===== src/hw/rtl/tsd_pkg.sv =====
// Package for the Taylor sigmoid and derivative unit.
// Holds field widths, fixed-point constants and pipeline depths.
// No dependencies.
package tsd_pkg;

	localparam int XW = 16;
	localparam int YW = 16;
	localparam int UW = 16;
	localparam int SQW = 2 * UW;
	localparam int DW = 31;
	localparam int QW = YW + 1;
	localparam int DivSteps = QW;
	localparam int PW = 2 * QW;

	localparam logic [DW-1:0] OneQ25 = DW'(32'h0200_0000);
	localparam logic [DW-1:0] TwoQ25 = DW'(32'h0400_0000);
	localparam int FracShift = 13;
	localparam logic [QW-1:0] OneQ16 = QW'(32'h0001_0000);
	localparam logic [PW-1:0] HalfLsb = PW'(32'h0000_8000);
	localparam logic [YW-1:0] YMax = '1;
	localparam int Latency = 3 + DivSteps + 3;

endpackage


===== src/hw/rtl/taylor_sigmoid_and_derivative.sv =====
// Sigmoid and sigmoid-derivative unit built on a second-order Taylor exponential.
// Top level; uses tsd_pkg for widths and constants.
//
// Usage: a request carries x_value (signed Q4.12) and action (0 for the sigmoid,
// 1 for s*(1-s)). It is taken at a rising edge where in_valid is high and
// in_stall is low. The result y_value (unsigned Q0.16, 1.0 reads 65535) is
// offered with y_valid and taken at an edge where y_stall is low.
// From acceptance to y_valid a request passes registers for the magnitude, square
// and denominator, the restoring divider (one quotient bit per stage), then rounding,
// the derivative product and the output register. Throughput is one request per
// cycle while the output is not stalled.
// The whole pipeline advances together; it holds only while the output register
// carries a result that the receiver stalls, and then in_stall is high.
// Reset clears every valid bit, so no result is shown after reset until a new
// request has passed through the pipeline.
module taylor_sigmoid_and_derivative (
	input  logic                    clk,
	input  logic                    arst_n,
	input  logic                    in_valid,
	output logic                    in_stall,
	input  logic [tsd_pkg::XW-1:0]  x_value,
	input  logic                    action,
	output logic                    y_valid,
	input  logic                    y_stall,
	output logic [tsd_pkg::YW-1:0]  y_value
);

	logic en;
	logic take;

	logic                   v_s1, v_s2;
	logic [tsd_pkg::UW-1:0] u_s1, u_s2;
	logic                   pos_s1, pos_s2;
	logic                   act_s1, act_s2;
	logic [tsd_pkg::SQW-1:0] sq_s2;

	logic                   v_s  [0:tsd_pkg::DivSteps];
	logic                   act_s[0:tsd_pkg::DivSteps];
	logic [tsd_pkg::DW-1:0] d_s  [0:tsd_pkg::DivSteps];
	logic [tsd_pkg::DW-1:0] rem_s[0:tsd_pkg::DivSteps];
	logic [tsd_pkg::QW-1:0] q_s  [0:tsd_pkg::DivSteps];

	logic                   v_rs, act_rs;
	logic [tsd_pkg::QW-1:0] s_rs;
	logic                   v_ms, act_ms;
	logic [tsd_pkg::QW-1:0] s_ms;
	logic [tsd_pkg::PW-1:0] p_ms;

	logic [tsd_pkg::UW-1:0] u_in;
	logic [tsd_pkg::DW-1:0] a_fix;
	logic [tsd_pkg::DW-1:0] d_fix;
	logic [tsd_pkg::PW-1:0] p_round;
	logic [tsd_pkg::PW-1:0] deriv;
	logic [tsd_pkg::YW-1:0] y_next;

	assign en = !(y_valid && y_stall);
	assign in_stall = !en;
	assign take = in_valid && en;

	assign u_in = x_value[tsd_pkg::XW-1] ? tsd_pkg::UW'(~x_value + 1'b1)
		: tsd_pkg::UW'(x_value);

	always_ff @(posedge clk or negedge arst_n) begin
		if (!arst_n) begin
			v_s1 <= 1'b0;
			v_s2 <= 1'b0;
		end else if (en) begin
			v_s1 <= take;
			v_s2 <= v_s1;
		end
	end

	always_ff @(posedge clk) begin
		if (en) begin
			u_s1   <= u_in;
			pos_s1 <= !x_value[tsd_pkg::XW-1] && (x_value != '0);
			act_s1 <= action;
			u_s2   <= u_s1;
			pos_s2 <= pos_s1;
			act_s2 <= act_s1;
			sq_s2  <= u_s1 * u_s1;
		end
	end

	assign a_fix = tsd_pkg::OneQ25 + (tsd_pkg::DW'(u_s2) << tsd_pkg::FracShift)
		+ tsd_pkg::DW'(sq_s2);
	assign d_fix = a_fix + tsd_pkg::OneQ25;

	always_ff @(posedge clk or negedge arst_n) begin
		if (!arst_n) begin
			v_s[0] <= 1'b0;
		end else if (en) begin
			v_s[0] <= v_s2;
		end
	end

	always_ff @(posedge clk) begin
		if (en) begin
			act_s[0] <= act_s2;
			d_s[0]   <= d_fix;
			rem_s[0] <= pos_s2 ? a_fix : tsd_pkg::OneQ25;
			q_s[0]   <= '0;
		end
	end

	for (genvar k = 0; k < tsd_pkg::DivSteps; k++) begin : g_div
		logic [tsd_pkg::DW:0] r2;
		logic                 ge;

		assign r2 = {rem_s[k], 1'b0};
		assign ge = r2 >= {1'b0, d_s[k]};

		always_ff @(posedge clk or negedge arst_n) begin
			if (!arst_n) begin
				v_s[k+1] <= 1'b0;
			end else if (en) begin
				v_s[k+1] <= v_s[k];
			end
		end

		always_ff @(posedge clk) begin
			if (en) begin
				act_s[k+1] <= act_s[k];
				d_s[k+1]   <= d_s[k];
				rem_s[k+1] <= ge ? tsd_pkg::DW'(r2 - {1'b0, d_s[k]}) : tsd_pkg::DW'(r2);
				q_s[k+1]   <= {q_s[k][tsd_pkg::QW-2:0], ge};
			end
		end
	end

	assign p_round = p_ms + tsd_pkg::HalfLsb;
	assign deriv = p_round >> tsd_pkg::YW;

	always_comb begin
		if (act_ms) begin
			y_next = (deriv > tsd_pkg::PW'(tsd_pkg::YMax)) ? tsd_pkg::YMax
				: tsd_pkg::YW'(deriv);
		end else begin
			y_next = (s_ms > tsd_pkg::QW'(tsd_pkg::YMax)) ? tsd_pkg::YMax
				: tsd_pkg::YW'(s_ms);
		end
	end

	always_ff @(posedge clk or negedge arst_n) begin
		if (!arst_n) begin
			v_rs    <= 1'b0;
			v_ms    <= 1'b0;
			y_valid <= 1'b0;
		end else if (en) begin
			v_rs    <= v_s[tsd_pkg::DivSteps];
			v_ms    <= v_rs;
			y_valid <= v_ms;
		end
	end

	always_ff @(posedge clk) begin
		if (en) begin
			act_rs  <= act_s[tsd_pkg::DivSteps];
			s_rs    <= tsd_pkg::QW'(q_s[tsd_pkg::DivSteps] >> 1)
				+ tsd_pkg::QW'(q_s[tsd_pkg::DivSteps][0]);
			act_ms  <= act_rs;
			s_ms    <= s_rs;
			p_ms    <= s_rs * (tsd_pkg::OneQ16 - s_rs);
			y_value <= y_next;
		end
	end

endmodule


===== config.mk =====
export PLATFORM = sky130hd
export DESIGN_NAME = taylor_sigmoid_and_derivative
export DESIGN_NICKNAME = d
export VERILOG_FILES = /design/src/hw/rtl/tsd_pkg.sv /design/src/hw/rtl/taylor_sigmoid_and_derivative.sv
export SDC_FILE = /design/constraint.sdc
export NUM_CORES = 2
export LEC_CHECK = 0
export BUFFER_PORTS_ARGS = -buffer_cell sky130_fd_sc_hd__buf_4
export CORE_MARGIN = 2
export CORE_UTILIZATION = 55
export CTS_BUF_LIST = sky130_fd_sc_hd__clkbuf_4
export DETAILED_ROUTE_END_ITERATION = 8
export PLACE_DENSITY = 0.83
export SLEW_MARGIN = 10
export SYNTH_ARGS = -nofsm -noshare
export SYNTH_HDL_FRONTEND = slang
export SYNTH_SLANG_ARGS = --single-unit
export TNS_END_PERCENT = 30

===== constraint.sdc =====
create_clock -name clk -period 139.7 [get_ports clk]
set_input_delay 34.925 -clock clk [delete_from_list [all_inputs] [get_ports clk]]
set_output_delay 34.925 -clock clk [all_outputs]
set_load 0.05 [all_outputs]

==> impl_metrics.ini <==
[outcome]
status = complete, no violations

[sta]
fin_crit_sh_pct = 50.57
finalMaxSlewViolations = 0
max_freq_ghz = 0.01415
finClkSkew_ns = 0.09331
finalCriticalPeriod_ns = 70.65
tns_ns = 0
rsz0062_at_grt = false
slew_headroom_pct = 22.04
final-setup-viol-count = 0
worstMarginPinSlew_ns = 1.159
final_hold_viol_count = 0

[route]
vias_per_cell = 5.650
drt-initial-drc-count = 3998
drt_first_pass_iters = 6
wire_per_inst_microns = 17.25
ant_nets = 0
route.vias.total = 62290
drcViolationCount = 0
postRouteWirelength_mm = 190.2

[worst_setup_path]
r2r_cells = 28
slowest_delay_ns = 0.39
end_kind = output pin
start_kind = primary input
critPathSlowestCell = nand2_4
crit_chain = buf_4 > nand2_4 > inv_1 > buf_4
r2r_setup_slack_ns = 130.33
critPathArrivalTime_ns = 35.73
path_class = in -> out
path_buf_inv = 3
crit_path_frequent_cell = buf_4
r2r_start = s_rs[3]
critical_path.top_delay_family = buffers and inverters
worstPathMaxFanout = 42
reg2reg_to = p_ms[33]
critPathRequiredTime_ns = 104.78

[clock_tree]
post_cts_buffers = 0
clock_sinks = 1366
cts_resized = 0
clkSlewWorstSetupHoldPaths_ns = 0.06
ctsHoldBuffers = 0
clock_path_buffers = 4
root_buffer = clkbuf_4
htreeDepth = 5
cts_inserted_buffers = 362
clock_latency_ns = 1.34
cts_tree = built

[layout]
nFillCells = 13090
syn2layout_area_growth_pct = 7.661
multi_input_area_sq_um = 46680
stdcell_count = 11030
seq_area_sq_um = 40900
drive_gt1_share_pct = 11.04
postLayoutCellArea_sq_um = 99910
fin_nets = 9814

[yosys]
syn_area_per_cell_sq_um = 11.18
yosysTopAreaCellShare_pct = 43.46
yosysSeqAreaShare_pct = 44.08
synth_cell_types = 87
synth-edff-count = 1343
synth_area_leader_cell = edfxtp_1
netlist_area_sq_um = 92800
synth_ff_type = edfxtp_1
syn_nets = 9533
yosys_register_bits = 1366
synthCells = 8303
yosys_warnings = 0
async_reset_ff_share_pct = 1.684
synthTopCellsByArea = edfxtp_1 (43%), fa_1 (10%), ha_1 (10%)

[grt]
antenna_found_initial = 3
grt_usage_pct = 22.27
grt_pass1_wl_mm = 315.0
grt_max_degree = 196
grt_pass1_vias = 65770
grt_overflow = 0

[place]
portBuffers = 38
dp_cells = 10420
gp_congestion = 0.9566
placed_area_sq_um = 95590
dpl.hpwl_mm = 144.0

[worst_hold_path]
whs_path_depth = 0
worstHoldEndpoint = q_s[9][2]
min_from = q_s[8][1]
hp-class = reg -> reg

[die]
start_util_pct = 55.43
io_pins = 39
core_sq_um = 167400
die_h_microns = 414.8
die_area_sq_um = 172000
die_w_microns = 414.8
rows = 150

[flow_run]
max_cap_violations = 0
==> state kept, by name, indices dropped and copies added, names as in the netlist, 16 cells and up <==
name and flops:
y_value 16, sq_s2 29, s_ms 16, q_s 153, s_rs 17, u_s2 16
act_s 18, v_s 18, p_ms 20, u_s1 16, d_s 510, rem_s 526
==> placed cells by master (no fill, tap or decap), drive strengths merged, types with 17 or more instances in the layout <==
master and count:
a211oi 44, a21boi 17, a21o 228, a21oi 453, a31o 20, a31oi 75
and2 140, and3 68, buf 85, clkbuf 491, clkinv 91, dfrtp 23
edfxtp 1343, fa 468, ha 741, inv 1224, mux2 310, nand2 492
nand2b 218, nand3 120, nand4 64, nor2 369, nor2b 168, nor3 113
nor4 25, o211ai 28, o21a 71, o21ai 382, o21bai 74, o31ai 28
or2 23, or3 21, xnor2 368, xor2 181
==> synth_stat cells (all sizes together) (44+ instances only) <==
library cell	count
fa	468
xor2	181
xnor2	368
ha	741
edfxtp	1343
and3	68
nand3	120
mux2	310
nand2	492
clkbuf	142
inv	1220
a31oi	75
and2	140
nor3	113
a21o	228
nand4	64
nor2	369
o21bai	74
a211oi	44
nor2b	168
nand2b	218
a21oi	453
o21ai	382
o21a	71
==> per-stage QoR <==
step                util (%)  setup slack, ns  hold WS, ns
floorplan                  -            21.92       0.4003
global placement       57.10            69.03       0.4013
detailed placement     57.10            69.02       0.4045
CTS                    59.67            69.02       0.3449
global route           59.68            68.97       0.3661
finish                 59.68            69.05       0.3599
==> worst max-delay path by stage <==
stage	start	to	slack [ns]	cells after the start
2_1_floorplan	y_stall	in_stall	21.92	3
3_3_place_gp	y_stall	in_stall	69.03	4
3_5_place_dp	y_stall	in_stall	69.02	4
4_1_cts	y_stall	in_stall	69.02	4
5_1_grt	y_stall	in_stall	68.97	4
6_report	y_stall	in_stall	69.05	4
==> routing by layer <==
| layer | global-route usage [%] | part of all wire (%) | vias to the layer above |
|---|---|---|---|
| li1 | - | - | 29720 |
| met5 | 0 | 0 | - |
| met3 | 3.759 | 4.7 | 681 |
| met2 | 41.71 | 53 | 1942 |
| met4 | 13.19 | 5.7 | 0 |
| met1 | 23.23 | 37 | 29950 |
==> layout make-up <==
type / instances / area share, %
clock buffers: 491 / 3.689
well taps: 2204 / 2.760
flip-flops and latches: 1366 / 40.94
clock inverters: 102 / 0.6112
inverters: 1221 / 4.587
repair buffers: 85 / 0.6638
multi-input cells: 5548 / 46.73
diodes: 8 / 0.02004
==> logic make-up after synthesis <==
group           share of synthesized area (%)
buf+inv                                 5.676
xor+xnor                                5.182
simple gates                            10.10
compound gates                          10.92
flops                                   44.08
fa+ha+maj                               20.09
other cells                          0.004041
mux                                     3.951
Power is left out: the tool's default activity adds up to more than one toggle a clock period on the data nets, which glitch-free logic cannot reach.
